==> src/hw/rtl/random_patrol_speed_generator_core_defines.svh <==
// assertion helpers shared by rpsg_datapath and rpsg_ctrl
`ifndef RANDOM_PATROL_SPEED_GENERATOR_CORE_DEFINES_SVH
`define RANDOM_PATROL_SPEED_GENERATOR_CORE_DEFINES_SVH

// same-cycle implication, disabled while reset is asserted
`define RPSG_ASSERT_IMPL(label, clk, rstn, ante, cons, msg) \
    label: assert property (@(posedge clk) disable iff (!rstn) (ante) |-> (cons)) \
        else $error(msg);

// next-cycle implication, disabled while reset is asserted
`define RPSG_ASSERT_NEXT(label, clk, rstn, ante, cons, msg) \
    label: assert property (@(posedge clk) disable iff (!rstn) (ante) |=> (cons)) \
        else $error(msg);

`endif

==> src/hw/rtl/rpsg_pkg.sv <==
package rpsg_pkg;

    // field widths
    localparam int PosW     = 32;
    localparam int TravelW  = 31;
    localparam int MarginW  = 20;
    localparam int SpanW    = 14;
    localparam int TspanW   = 16;
    localparam int WordW    = 31;
    localparam int TargetW  = 16;
    localparam int HoldW    = 17;
    localparam int FiltW    = 32;
    localparam int Q8W      = 24;
    localparam int CfgIdxW  = 3;
    localparam int CfgDataW = 31;

    // remainder unit: one quotient bit per cycle
    localparam int DivSteps = WordW;
    localparam int DivCntW  = $clog2(DivSteps);

    // filter weights in q0.16 and their complements
    localparam logic [15:0] WNormal  = 16'd64881;
    localparam logic [15:0] WEdge    = 16'd58982;
    localparam logic [12:0] WcNormal = 13'd655;
    localparam logic [12:0] WcEdge   = 13'd6554;

    // register reset values
    localparam logic [TravelW-1:0] TravelReset = 31'd100000;
    localparam logic [MarginW-1:0] MarginReset = 20'd1500;
    localparam logic [SpanW-1:0]   SpanReset   = 14'd1000;
    localparam logic [SpanW-1:0]   SminReset   = 14'd500;
    localparam logic [TspanW-1:0]  TspanReset  = 16'd1000;
    localparam logic [TspanW-1:0]  TminReset   = 16'd500;

    typedef enum logic [CfgIdxW-1:0] {
        CFG_TRAVEL_LENGTH = 3'd0,
        CFG_EDGE_MARGIN   = 3'd1,
        CFG_SPEED_SPAN    = 3'd2,
        CFG_SPEED_MIN     = 3'd3,
        CFG_TIME_SPAN     = 3'd4,
        CFG_TIME_MIN      = 3'd5
    } cfg_idx_t;

    typedef struct packed {
        logic [TravelW-1:0] travel_length;
        logic [MarginW-1:0] edge_margin;
        logic [SpanW-1:0]   speed_span;
        logic [SpanW-1:0]   speed_min;
        logic [TspanW-1:0]  time_span;
        logic [TspanW-1:0]  time_min;
    } cfg_t;

    typedef enum logic [2:0] {
        ST_IDLE,
        ST_DIV,
        ST_DRAW,
        ST_EDGE,
        ST_MUL,
        ST_ACC,
        ST_OUT
    } ctrl_state_t;

    typedef struct packed {
        logic load_in;
        logic div_step;
        logic draw;
        logic edge_chk;
        logic mul;
        logic accum;
        logic out_load;
    } dp_cmd_t;

    typedef struct packed {
        logic need_draw;
        logic div_last;
    } dp_status_t;

endpackage

==> src/hw/rtl/rpsg_cfg_regs.sv <==
module rpsg_cfg_regs (
    input  logic                              aclk,
    input  logic                              aresetn,
    input  logic                              cfg_wr_en,
    input  logic [rpsg_pkg::CfgIdxW-1:0]      cfg_index,
    input  logic [rpsg_pkg::CfgDataW-1:0]     cfg_wdata,
    output rpsg_pkg::cfg_t                    cfg
);

    rpsg_pkg::cfg_t cfg_reg, cfg_next;

    // decode one register write, unknown indexes are dropped
    always_comb begin
        cfg_next = cfg_reg;
        if (cfg_wr_en) begin
            case (rpsg_pkg::cfg_idx_t'(cfg_index))
                rpsg_pkg::CFG_TRAVEL_LENGTH: begin
                    cfg_next.travel_length = cfg_wdata[rpsg_pkg::TravelW-1:0];
                end
                rpsg_pkg::CFG_EDGE_MARGIN: begin
                    cfg_next.edge_margin = cfg_wdata[rpsg_pkg::MarginW-1:0];
                end
                rpsg_pkg::CFG_SPEED_SPAN: begin
                    cfg_next.speed_span = cfg_wdata[rpsg_pkg::SpanW-1:0];
                end
                rpsg_pkg::CFG_SPEED_MIN: begin
                    cfg_next.speed_min = cfg_wdata[rpsg_pkg::SpanW-1:0];
                end
                rpsg_pkg::CFG_TIME_SPAN: begin
                    cfg_next.time_span = cfg_wdata[rpsg_pkg::TspanW-1:0];
                end
                rpsg_pkg::CFG_TIME_MIN: begin
                    cfg_next.time_min = cfg_wdata[rpsg_pkg::TspanW-1:0];
                end
                default: begin
                    cfg_next = cfg_reg;
                end
            endcase
        end
    end

    always_ff @(posedge aclk) begin
        if (!aresetn) begin
            cfg_reg.travel_length <= rpsg_pkg::TravelReset;
            cfg_reg.edge_margin   <= rpsg_pkg::MarginReset;
            cfg_reg.speed_span    <= rpsg_pkg::SpanReset;
            cfg_reg.speed_min     <= rpsg_pkg::SminReset;
            cfg_reg.time_span     <= rpsg_pkg::TspanReset;
            cfg_reg.time_min      <= rpsg_pkg::TminReset;
        end else begin
            cfg_reg <= cfg_next;
        end
    end

    assign cfg = cfg_reg;

endmodule

==> src/hw/rtl/rpsg_datapath.sv <==
`include "random_patrol_speed_generator_core_defines.svh"

module rpsg_datapath (
    input  logic                                  aclk,
    input  logic                                  aresetn,
    input  rpsg_pkg::cfg_t                        cfg,
    input  rpsg_pkg::dp_cmd_t                     cmd,
    output rpsg_pkg::dp_status_t                  status,
    input  logic signed [rpsg_pkg::PosW-1:0]      s_position,
    input  logic                                  s_rand_direction,
    input  logic [rpsg_pkg::WordW-1:0]            s_rand_speed_word,
    input  logic [rpsg_pkg::WordW-1:0]            s_rand_time_word,
    output logic signed [rpsg_pkg::Q8W-1:0]       m_speed_command_q8,
    output logic signed [rpsg_pkg::TargetW-1:0]   m_target_speed,
    output logic                                  m_edge_reversed
);

    // latched tick inputs
    logic signed [rpsg_pkg::PosW-1:0]    pos_reg;
    logic                                dir_reg;
    logic [rpsg_pkg::WordW-1:0]          sword_reg;
    logic [rpsg_pkg::WordW-1:0]          tword_reg;

    // remainder unit
    logic [rpsg_pkg::SpanW-1:0]          srem_reg;
    logic [rpsg_pkg::TspanW-1:0]         trem_reg;
    logic [rpsg_pkg::DivCntW-1:0]        div_cnt_reg;

    // patrol state
    logic [rpsg_pkg::HoldW-1:0]          hold_counter_reg;
    logic [rpsg_pkg::HoldW-1:0]          hold_time_reg;
    logic signed [rpsg_pkg::TargetW-1:0] target_reg;
    logic                                rev_reg;
    logic signed [rpsg_pkg::FiltW-1:0]   filt_reg;

    // filter products
    logic signed [29:0]                  p1_reg;
    logic signed [48:0]                  p2_reg;

    // result registers
    logic signed [rpsg_pkg::Q8W-1:0]     q8_out_reg;
    logic signed [rpsg_pkg::TargetW-1:0] target_out_reg;
    logic                                rev_out_reg;

    // remainder step: shift in one dividend bit, subtract when it fits
    logic [rpsg_pkg::SpanW:0]            s_shift;
    logic [rpsg_pkg::TspanW:0]           t_shift;
    logic [rpsg_pkg::SpanW-1:0]          srem_next;
    logic [rpsg_pkg::TspanW-1:0]         trem_next;

    always_comb begin
        s_shift = {srem_reg, sword_reg[rpsg_pkg::WordW-1]};
        t_shift = {trem_reg, tword_reg[rpsg_pkg::WordW-1]};
        if (s_shift >= {1'b0, cfg.speed_span}) begin
            srem_next = rpsg_pkg::SpanW'(s_shift - {1'b0, cfg.speed_span});
        end else begin
            srem_next = s_shift[rpsg_pkg::SpanW-1:0];
        end
        if (t_shift >= {1'b0, cfg.time_span}) begin
            trem_next = rpsg_pkg::TspanW'(t_shift - {1'b0, cfg.time_span});
        end else begin
            trem_next = t_shift[rpsg_pkg::TspanW-1:0];
        end
    end

    // new target and hold time from the remainders, zero span gives a zero remainder
    logic [rpsg_pkg::SpanW-1:0]          smod;
    logic [rpsg_pkg::TspanW-1:0]         tmod;
    logic [rpsg_pkg::TargetW-1:0]        mag;
    logic [rpsg_pkg::HoldW-1:0]          ht;

    always_comb begin
        smod = (cfg.speed_span == '0) ? '0 : srem_reg;
        tmod = (cfg.time_span == '0) ? '0 : trem_reg;
        mag  = {2'b00, smod} + {2'b00, cfg.speed_min};
        ht   = {1'b0, tmod} + {1'b0, cfg.time_min};
    end

    // rail end tests on 34 bit signed values
    logic signed [33:0] pos_ext;
    logic signed [33:0] upper_lim;
    logic signed [33:0] lower_lim;
    logic               edge_hit;

    always_comb begin
        pos_ext   = {{2{pos_reg[rpsg_pkg::PosW-1]}}, pos_reg};
        lower_lim = $signed({14'd0, cfg.edge_margin});
        upper_lim = $signed({3'd0, cfg.travel_length}) - lower_lim;
        edge_hit  = ((pos_ext > upper_lim) && (target_reg > 0))
                 || ((pos_ext < lower_lim) && (target_reg < 0));
    end

    // filter products and accumulate with half-up rounding
    logic signed [29:0] p1_next;
    logic signed [48:0] p2_next;
    logic signed [49:0] acc_sum;
    logic signed [32:0] q8_sum;

    always_comb begin
        p1_next = 30'($signed({1'b0, (rev_reg ? rpsg_pkg::WcEdge : rpsg_pkg::WcNormal)}))
                * 30'(target_reg);
        p2_next = 49'($signed({1'b0, (rev_reg ? rpsg_pkg::WEdge : rpsg_pkg::WNormal)}))
                * 49'(filt_reg);
        acc_sum = $signed({{4{p1_reg[29]}}, p1_reg, 16'd0})
                + $signed({p2_reg[48], p2_reg})
                + 50'sd32768;
        q8_sum  = $signed({filt_reg[rpsg_pkg::FiltW-1], filt_reg}) + 33'sd128;
    end

    assign status.need_draw = (hold_counter_reg >= hold_time_reg);
    assign status.div_last  = (div_cnt_reg == rpsg_pkg::DivCntW'(rpsg_pkg::DivSteps - 1));

    // control-side state
    always_ff @(posedge aclk) begin
        if (!aresetn) begin
            hold_counter_reg <= '0;
            hold_time_reg    <= '0;
            target_reg       <= '0;
            filt_reg         <= '0;
            rev_reg          <= 1'b0;
            div_cnt_reg      <= '0;
        end else begin
            if (cmd.load_in) begin
                div_cnt_reg <= '0;
                rev_reg     <= 1'b0;
                if (status.need_draw) begin
                    hold_counter_reg <= '0;
                end else begin
                    hold_counter_reg <= hold_counter_reg + 1'b1;
                end
            end
            if (cmd.div_step) begin
                div_cnt_reg <= div_cnt_reg + 1'b1;
            end
            if (cmd.draw) begin
                hold_time_reg <= ht;
                target_reg    <= dir_reg ? $signed(mag) : -$signed(mag);
            end
            if (cmd.edge_chk && edge_hit) begin
                target_reg <= -target_reg;
                rev_reg    <= 1'b1;
            end
            if (cmd.accum) begin
                filt_reg <= acc_sum[47:16];
            end
        end
    end

    // payload registers
    always_ff @(posedge aclk) begin
        if (cmd.load_in) begin
            pos_reg   <= s_position;
            dir_reg   <= s_rand_direction;
            sword_reg <= s_rand_speed_word;
            tword_reg <= s_rand_time_word;
            srem_reg  <= '0;
            trem_reg  <= '0;
        end else if (cmd.div_step) begin
            sword_reg <= {sword_reg[rpsg_pkg::WordW-2:0], 1'b0};
            tword_reg <= {tword_reg[rpsg_pkg::WordW-2:0], 1'b0};
            srem_reg  <= srem_next;
            trem_reg  <= trem_next;
        end
        if (cmd.mul) begin
            p1_reg <= p1_next;
            p2_reg <= p2_next;
        end
        if (cmd.out_load) begin
            q8_out_reg     <= q8_sum[31:8];
            target_out_reg <= target_reg;
            rev_out_reg    <= rev_reg;
        end
    end

    assign m_speed_command_q8 = q8_out_reg;
    assign m_target_speed     = target_out_reg;
    assign m_edge_reversed    = rev_out_reg;

    `RPSG_ASSERT_NEXT(a_draw_clears_counter, aclk, aresetn,
        cmd.load_in && status.need_draw, hold_counter_reg == '0,
        "hold counter not cleared on draw")
    `RPSG_ASSERT_IMPL(a_speed_rem_below_span, aclk, aresetn,
        cmd.draw && (cfg.speed_span != '0), srem_reg < cfg.speed_span,
        "speed remainder not below span")
    `RPSG_ASSERT_IMPL(a_time_rem_below_span, aclk, aresetn,
        cmd.draw && (cfg.time_span != '0), trem_reg < cfg.time_span,
        "time remainder not below span")
    `RPSG_ASSERT_IMPL(a_counter_within_hold, aclk, aresetn,
        cmd.load_in && !status.need_draw, hold_counter_reg < hold_time_reg,
        "hold counter passed hold time")

endmodule

==> src/hw/rtl/rpsg_ctrl.sv <==
`include "random_patrol_speed_generator_core_defines.svh"

module rpsg_ctrl (
    input  logic                     aclk,
    input  logic                     aresetn,
    input  logic                     s_valid,
    output logic                     s_ready,
    output logic                     m_valid,
    input  logic                     m_ready,
    input  rpsg_pkg::dp_status_t     status,
    output rpsg_pkg::dp_cmd_t        cmd
);

    rpsg_pkg::ctrl_state_t state_reg, state_next;
    logic                  m_valid_reg, m_valid_next;
    logic                  out_free;

    assign out_free = !m_valid_reg || m_ready;

    // next state
    always_comb begin
        state_next = state_reg;
        case (state_reg)
            rpsg_pkg::ST_IDLE: begin
                if (s_valid) begin
                    state_next = status.need_draw ? rpsg_pkg::ST_DIV : rpsg_pkg::ST_EDGE;
                end
            end
            rpsg_pkg::ST_DIV: begin
                if (status.div_last) begin
                    state_next = rpsg_pkg::ST_DRAW;
                end
            end
            rpsg_pkg::ST_DRAW: state_next = rpsg_pkg::ST_EDGE;
            rpsg_pkg::ST_EDGE: state_next = rpsg_pkg::ST_MUL;
            rpsg_pkg::ST_MUL:  state_next = rpsg_pkg::ST_ACC;
            rpsg_pkg::ST_ACC:  state_next = rpsg_pkg::ST_OUT;
            rpsg_pkg::ST_OUT: begin
                if (out_free) begin
                    state_next = rpsg_pkg::ST_IDLE;
                end
            end
            default: state_next = rpsg_pkg::ST_IDLE;
        endcase
    end

    // datapath commands and handshake outputs
    always_comb begin
        cmd     = '0;
        s_ready = 1'b0;
        case (state_reg)
            rpsg_pkg::ST_IDLE: begin
                s_ready     = 1'b1;
                cmd.load_in = s_valid;
            end
            rpsg_pkg::ST_DIV:  cmd.div_step = 1'b1;
            rpsg_pkg::ST_DRAW: cmd.draw     = 1'b1;
            rpsg_pkg::ST_EDGE: cmd.edge_chk = 1'b1;
            rpsg_pkg::ST_MUL:  cmd.mul      = 1'b1;
            rpsg_pkg::ST_ACC:  cmd.accum    = 1'b1;
            rpsg_pkg::ST_OUT:  cmd.out_load = out_free;
            default: begin
                cmd     = '0;
                s_ready = 1'b0;
            end
        endcase
    end

    // output register valid
    always_comb begin
        if (cmd.out_load) begin
            m_valid_next = 1'b1;
        end else if (m_ready) begin
            m_valid_next = 1'b0;
        end else begin
            m_valid_next = m_valid_reg;
        end
    end

    always_ff @(posedge aclk) begin
        if (!aresetn) begin
            state_reg   <= rpsg_pkg::ST_IDLE;
            m_valid_reg <= 1'b0;
        end else begin
            state_reg   <= state_next;
            m_valid_reg <= m_valid_next;
        end
    end

    assign m_valid = m_valid_reg;

    `RPSG_ASSERT_IMPL(a_load_only_when_free, aclk, aresetn, cmd.out_load, !m_valid_reg || m_ready, "result overwritten before transfer")
    `RPSG_ASSERT_NEXT(a_accept_leaves_idle, aclk, aresetn, s_valid && s_ready, state_reg == rpsg_pkg::ST_DIV || state_reg == rpsg_pkg::ST_EDGE, "accepted tick not started")
    `RPSG_ASSERT_NEXT(a_load_sets_valid, aclk, aresetn, cmd.out_load, m_valid_reg && state_reg == rpsg_pkg::ST_IDLE, "result load did not raise valid")

endmodule

==> src/hw/rtl/random_patrol_speed_generator_core.sv <==
// a hold tick runs edge check, multiply, accumulate and result load; a draw tick first
// divides and draws a new target; a new tick is taken only once the last one is done
// the division runs on the shared remainder unit, one quotient bit per cycle over 31 bits
// a held result does not block the next input transfer, only the next result load
// reset (aresetn, synchronous, active low) restores register defaults and clears patrol state
module random_patrol_speed_generator_core (
    input  logic                                  aclk,
    input  logic                                  aresetn,
    input  logic                                  cfg_wr_en,
    input  logic [rpsg_pkg::CfgIdxW-1:0]          cfg_index,
    input  logic [rpsg_pkg::CfgDataW-1:0]         cfg_wdata,
    input  logic                                  s_valid,
    output logic                                  s_ready,
    input  logic signed [rpsg_pkg::PosW-1:0]      s_position,
    input  logic                                  s_rand_direction,
    input  logic [rpsg_pkg::WordW-1:0]            s_rand_speed_word,
    input  logic [rpsg_pkg::WordW-1:0]            s_rand_time_word,
    output logic                                  m_valid,
    input  logic                                  m_ready,
    output logic signed [rpsg_pkg::Q8W-1:0]       m_speed_command_q8,
    output logic signed [rpsg_pkg::TargetW-1:0]   m_target_speed,
    output logic                                  m_edge_reversed
);

    rpsg_pkg::cfg_t       cfg;
    rpsg_pkg::dp_cmd_t    cmd;
    rpsg_pkg::dp_status_t status;

    // configuration registers
    rpsg_cfg_regs u_cfg (
        .aclk      (aclk),
        .aresetn   (aresetn),
        .cfg_wr_en (cfg_wr_en),
        .cfg_index (cfg_index),
        .cfg_wdata (cfg_wdata),
        .cfg       (cfg)
    );

    // sequencer
    rpsg_ctrl u_ctrl (
        .aclk    (aclk),
        .aresetn (aresetn),
        .s_valid (s_valid),
        .s_ready (s_ready),
        .m_valid (m_valid),
        .m_ready (m_ready),
        .status  (status),
        .cmd     (cmd)
    );

    // arithmetic and patrol state
    rpsg_datapath u_dp (
        .aclk               (aclk),
        .aresetn            (aresetn),
        .cfg                (cfg),
        .cmd                (cmd),
        .status             (status),
        .s_position         (s_position),
        .s_rand_direction   (s_rand_direction),
        .s_rand_speed_word  (s_rand_speed_word),
        .s_rand_time_word   (s_rand_time_word),
        .m_speed_command_q8 (m_speed_command_q8),
        .m_target_speed     (m_target_speed),
        .m_edge_reversed    (m_edge_reversed)
    );

endmodule
==> config.mk <==
export PLATFORM = sky130hd
export DESIGN_NAME = random_patrol_speed_generator_core
export DESIGN_NICKNAME = d
export VERILOG_FILES = /design/src/hw/rtl/rpsg_pkg.sv /design/src/hw/rtl/rpsg_cfg_regs.sv /design/src/hw/rtl/rpsg_datapath.sv /design/src/hw/rtl/rpsg_ctrl.sv /design/src/hw/rtl/random_patrol_speed_generator_core.sv
export VERILOG_INCLUDE_DIRS = /design/src /design/src/hw/rtl
export SDC_FILE = /design/constraint.sdc
export NUM_CORES = 2
export LEC_CHECK = 0
export ABC_AREA = 1
export BUFFER_PORTS_ARGS = -buffer_cell sky130_fd_sc_hd__buf_2
export CAP_MARGIN = 5
export CELL_PAD_IN_SITES_DETAIL_PLACEMENT = 1
export CELL_PAD_IN_SITES_GLOBAL_PLACEMENT = 1
export CORE_ASPECT_RATIO = 0.7
export CORE_MARGIN = 10
export CORE_UTILIZATION = 53
export DETAILED_ROUTE_END_ITERATION = 16
export PLACE_DENSITY = 0.9
export SLEW_MARGIN = 30
export SYNTH_ARGS = -nofsm -noshare
export SYNTH_HDL_FRONTEND = slang
export SYNTH_SLANG_ARGS = --single-unit
==> constraint.sdc <==
create_clock -name aclk -period 10.75 [get_ports aclk]
set_clock_uncertainty 0.05 [all_clocks]
set_input_delay 1.075 -clock aclk [delete_from_list [all_inputs] [get_ports aclk]]
set_output_delay 1.075 -clock aclk [all_outputs]
set_load 0.05 [all_outputs]
# [Word level (Yosys, flattened, before mapping)]
# Index checks and enable logic that the tools add are counted.
[word_totals] input_bits=134 register_bits=447
[classes] n_reduce_logical=21 eq_ne=15 muxes=33 n_addsub=12 n_lt_le_gt_ge=7 n_mul=2
[ops] operator="2-to-1 mux 31 bit" count=4
[ops] operator="2-to-1 mux 16 bit" count=5
[ops] operator="adder 46 x 48 -> 48 bit" count=1
[ops] operator="adder 48 x 17 -> 48 bit, second input constant" count=1
[ops] operator="multiplier 17 x 32 -> 48 bit" count=1
[ops] operator="adder 32 x 9 -> 32 bit, second input constant" count=1
[ops] operator="greater-than comparator 32 bit" count=1
[ops] operator="< comparator 32 x 21 -> 1 bit" count=1
[ops] operator="negator 16 bit" count=2
[ops] operator="subtractor 31 x 20 -> 32 bit" count=1
[ops] operator="multiplier 14 x 16 -> 30 bit" count=1
[ops] operator="2-to-1 mux 14 bit" count=2
[ops] operator="2-to-1 mux 13 bit" count=2
[ops] operator="case mux 3 bit (7 select lines)" count=1
[ops] operator="adder 16 x 16 -> 17 bit" count=1
[ops] operator="adder 17 x 1 -> 17 bit, second input constant" count=1
[ops] operator="greater-or-equal comparator 17 x 16 -> 1 bit" count=1
[ops] operator="greater-or-equal comparator 17 bit" count=1
[ops] operator="2-to-1 mux 17 bit" count=1
[ops] operator="greater-than comparator 16 x 1 -> 1 bit, second input constant" count=1
[ops] operator="logical NOT 16 bit" count=1
[ops] operator="< comparator 16 x 1 -> 1 bit, second input constant" count=1
[ops] operator="subtractor 16 bit" count=1
[ops] operator="adder 14 x 14 -> 15 bit" count=1
[ops] operator="21 further kinds" count=56

# [Depth between registers and ports, before layout]
[depth] depth_word=7 ltp_mapped=29 depth_no_buf=28

# [By module]
# From an unflattened synthesis, not the netlist that was laid out.
[unflattened] cells_unflattened=5652 hier_area_um2=45514.9
[by_module_without_submodules] mod="rpsg_datapath" cells_each=4998 area_each_um2=40943.0 n_inst=1
[by_module_without_submodules] mod="rpsg_cfg_regs" cells_each=610 area_each_um2=4287.9 n_inst=1
[by_module_without_submodules] mod="rpsg_ctrl" cells_each=44 area_each_um2=284.0 n_inst=1

# [Worst setup path before layout]
# No wires, ideal clock.
[synth_timing] path_kind="register to register" start="reg u_dp.rev_reg" end="reg u_dp.p2_reg[47] (data pin)" path_stages_with_launch=23 setup_ns=0.260 t_arrival_ns=6.296 path_slack_ns=4.144 path_cell_list="dfxtp_1 > clkbuf_1 > clkbuf_1 > nor2_1 > inv_1 > ha_1 > ha_1 > inv_1 > fa_1 > inv_1 > fa_1 > fa_1 > inv_1 > fa_1 > inv_1 > ha_1 > a21oi_1 > o21ai_0 > a21oi_1 > o21ai_0 > a2111oi_0 > nand2_1 > xor2_1"
[synth_via] elab_chain_cells=2
[synth_lines] element="from (decl)" line_no="rpsg_datapath.sv:33" rtl="logic rev_reg;"
[synth_lines] element="from (signal assigned)" line_no="rpsg_datapath.sv:120" rtl="rev_reg <= 1'b0;"
[synth_lines] element="from (signal assigned)" line_no="rpsg_datapath.sv:125" rtl="rev_reg <= 1'b0;"
[synth_lines] element="from (signal assigned)" line_no="rpsg_datapath.sv:141" rtl="rev_reg <= 1'b1;"
[synth_lines] element="2-to-1 mux 13 bit" line_no="rpsg_datapath.sv:102" rtl="p2_next = 49'($signed({1'b0, (rev_reg ? rpsg_pkg::WEdge : rpsg_pkg::WNormal)}))"
[synth_lines] element="multiplier 17 x 32 -> 48 bit" line_no="rpsg_datapath.sv:103" rtl="* 49'(filt_reg);"
[synth_lines] element="named net u_dp.p2_next[47]" line_no="rpsg_datapath.sv:95" rtl="logic signed [48:0] p2_next;"
[synth_lines] element="to (signal assigned)" line_no="rpsg_datapath.sv:166" rtl="p2_reg <= p2_next;"
[synth_lines] element="to (decl)" line_no="rpsg_datapath.sv:38" rtl="logic signed [48:0] p2_reg;"
# The timed path passes the listed nets, and every way through them passes these cells.
# A chain may end at the register's enable or synchronous reset.

# [Worst setup path after layout]
[layout_timing] start="reg u_dp.target_reg[15] (netlist bit)" end="reg u_dp.p1_reg[27] (data pin)"
[layout_via] elab_chain_cells=1
[layout_lines] element="from (decl)" line_no="rpsg_datapath.sv:32" rtl="logic signed [rpsg_pkg::TargetW-1:0] target_reg;"
[layout_lines] element="from (signal assigned)" line_no="rpsg_datapath.sv:137" rtl="target_reg <= dir_reg ? $signed(mag) : -$signed(mag);"
[layout_lines] element="from (signal assigned)" line_no="rpsg_datapath.sv:140" rtl="target_reg <= -target_reg;"
[layout_lines] element="multiplier 14 x 16 -> 30 bit" line_no="rpsg_datapath.sv:101" rtl="* 30'(target_reg);"
[layout_lines] element="named net u_dp.p1_next[27]" line_no="rpsg_datapath.sv:94" rtl="logic signed [29:0] p1_next;"
[layout_lines] element="to (signal assigned)" line_no="rpsg_datapath.sv:165" rtl="p1_reg <= p1_next;"
[layout_lines] element="to (decl)" line_no="rpsg_datapath.sv:37" rtl="logic signed [29:0] p1_reg;"
# The timed path passes the listed nets, and every way through them passes these cells.

==> impl_metrics.yaml <==
global_route:
  grt_start_max_net_pins: 72
  gr-total-overflow: 0
  number_of_antenna_violations_at_the_first_check_in_global_routing: 8
  wire_length_of_the_first_global_routing_pass_microns: 249800
  global_route.usage.total_pct: 32.72
  grt_pass1_vias: 42880
critical_path:
  path_buf_inv: 5
  setup.worst_path.class: "flip-flop to flip-flop"
  worst_setup_path_start_kind: "flip-flop"
  worst-path-max-fanout: 14
  timing.critical_path.max_delay_family: "adder cells"
  critical_path.max_stage_delay_ns: 0.77
  setup.worst_path.end_class: "flip-flop"
  critical-path-top-cell-by-count: "fa_1"
  cp_cell_sequence: "inv_1, nor2_1, inv_1, fa_1, fa_1, inv_1, fa_1, fa_1, fa_1, inv_1, fa_1, inv_1, ha_1, a21oi_1, o21ai_0, a21oi_1, o21ai_1, a21oi_1, o21ai_0, nand2_1, nand2_1"
  worst_ep_arrival_time_ns: 8.01
  worst_path_max_delay_cell: "dfxtp_1"
  worstPathRequired_ns: 11.08
sta:
  timing.final.hold_violations: 0
  actual_transition_at_the_worst_max_transition_pin_ns: 0.9638
  fin_tns_setup_ns: 0
  period_share_pct: 71.51
  fmaxAchievable_ghz: 0.1301
  report.final.setup_viol: 0
  rsz0062_at_grt: "false"
  final_max_slew_viol_count: 0
  finalWorstPathRequiredPeriod_ns: 7.687
  worst_slew_margin_rel_pct: 35.75
route:
  route.layer.met1.wl_microns: 67710
  detail_route.vias_per_cell: 5.720
  route.detailed.drc: 0
  detailedRoute.firstIterationViolations: 3718
  ant_nets: 0
  routedWlPerCell_microns: 23.55
  route.vias.total: 39070
  drt-total-wl_microns: 160900
  detail_route_met2_wl_microns: 72490
  route.met3.wl_microns: 15750
  topmost_layer_with_routed_signal_wires: "met5"
  first_pass_iters: 6
pwr:
  static-leakage-power_uw: 0.02506
  power.density_cell_area_nw_per_um2: 235.8
  p_total_uw: 11480
  peakVddDrop_mv: 0.2357
outcome:
  outcome: "finished, final reports clean"
final_layout:
  register_area_sq_um: 10640
  flip_flop_count_of_the_largest_register_after_layout: 111
  most-common-layout-cells: "inv_1 (1,267), nand2_1 (895), fa_1 (533), nor2_1 (420), ha_1 (387)"
  final_common_cell: "inv_1"
  multi_input_area_sq_um: 29110
  n_fill_cell: 10330
  syn2layout_area_growth_pct: 8.760
  nets: 6707
  ratio_of_cells_with_drive_above_1_in_the_final_layout_pct: 6.150
floorplan:
  die_y_microns: 263.2
  fp.coreArea_sq_um: 83960
  ios: 177
  initial_utilization_pct: 53.33
  placementRows: 89
  die-area_sq_um: 96700
  floorplan.die.width_microns: 367.4
synth:
  syn-instance-count: 5457
  yosysWarnings: 0
  post_synth_instance_area_sq_um: 44780
  synthArstFlopShare_pct: 0
  synth_cell_type_count: 59
  synth_area_per_cell_sq_um: 8.206
  yosysSeqAreaShare_pct: 23.76
  ys_dominant_reg_cell: "dfxtp_1"
  number_of_flops_mapped_to_enable_cells_by_yosys: 199
  synth_seq_cells: 432
placement:
  dp_hpwl_microns: 128900
  place.gp.congestion: 0.9658
  port-buffer-count: 176
clock_tree:
  clockRootBuffer: "clkbuf_16"
  cts.repair_timing.setup_buffer_count: 0
  post_cts_resized: 0
  clock_tree.htree_level_count: 2
  clock_tree_from_tritoncts: "done"
  cts_buffer_depth: 3
  worstSkewPairLatency_ns: 0.64
  tritoncts.num_buffers: 47
  clock_sinks: 432
  clock_slew_at_reported_path_ffs_ns: 0.07
  post_cts_hold_buffer_count: 0
job:
  drv.max_cap_violation_count: 0
worst_hold_path:
  hp-class: "flip-flop to flip-flop"
## power by group
group	leakage, uW	internal, uW	switching, uW	total (uW)
clock network	0.000799	989	797	1790
logic	0.0205	2420	4770	7190
registers	0.00377	2260	244	2510
total	0.0251	5680	5810	11500
## final timing paths
kind | start | end | slack [ns] | cells after the start
min | u_cfg.cfg[2] | u_cfg.cfg[2] | 0.42 | 2
min reg2reg | u_cfg.cfg[2] | u_cfg.cfg[2] | 0.42 | 2
max reg2reg | u_dp.target_reg[15] | u_dp.p1_reg[27] | 3.06 | 21
max | u_dp.target_reg[15] | u_dp.p1_reg[27] | 3.06 | 21
## metal layers
| layer | vias to the layer above | track usage, % |
|---|---|---|
| met1 | 19600 | 44.39 |
| met4 | 4 | 9.533 |
| met5 | - | 0 |
| met3 | 396 | 8.101 |
| met2 | 1694 | 51.52 |
| li1 | 17370 | - |
## metrics by stage
stage	worst slack, ns	instance area, sq um	hold WS, ns	std cells	util [%]
6_report	3.063	48700	0.4218	6830	58.00
3_3_place_gp	3.484	47050	0.3974	6741	56.04
4_1_cts	3.053	48690	0.4288	6828	57.99
2_1_floorplan	4.144	44980	0.3564	5510	-
3_5_place_dp	3.165	47050	0.4071	6741	56.04
5_1_grt	2.487	48700	0.4424	6828	58.00
## logic make-up after synthesis
kind of cell    share of synthesized area [%]
simple gates                            15.73
fa+ha+maj                               34.64
xor+xnor                                4.088
flops                                   23.76
buf+inv                                 11.74
other cells                           0.01677
compound gates                          10.03
## area by class of cell
type                    count  share of cell area (%)
diodes                      2                 0.01028
clock buffers              68                   2.877
clock inverters            19                  0.4933
inverters                1288                   9.935
multi-input cells        3689                   59.78
flip-flops and latches    432                   21.86
well taps                1137                   2.921
repair buffers            195                   2.132
## worst reg2reg max path, delay by kind of cell (launching register included)
| family | cells | cell delay (ns) |
|---|---|---|
| AOI/OAI and AO/OA | 6 | 1.07 |
| adders and majority gates | 7 | 3.60 |
| buffers and inverters | 5 | 1.16 |
| DFF | 1 | 0.77 |
| and+or+nand+nor | 3 | 0.78 |
## synthesized netlist by cell type, types with 15 or more instances
master / number / area (sq um)
ha_1: 387 / 4842
nand3_1: 158 / 790.8
nor2_1: 425 / 1595
nor4_1: 26 / 162.7
a21o_1: 16 / 120.1
nand2_1: 895 / 3359
o211ai_1: 37 / 277.8
o21ai_0: 321 / 1607
fa_1: 533 / 10670
edfxtp_1: 199 / 5976
xor2_1: 150 / 1314
a21oi_1: 374 / 1872
nand4_1: 38 / 237.7
clkbuf_1: 78 / 292.8
nor3_1: 49 / 245.2
o21a_1: 15 / 112.6
inv_1: 1273 / 4778
dfxtp_1: 233 / 4664
xnor2_1: 59 / 516.8
Note: power is estimated with default switching activity, not from simulation.
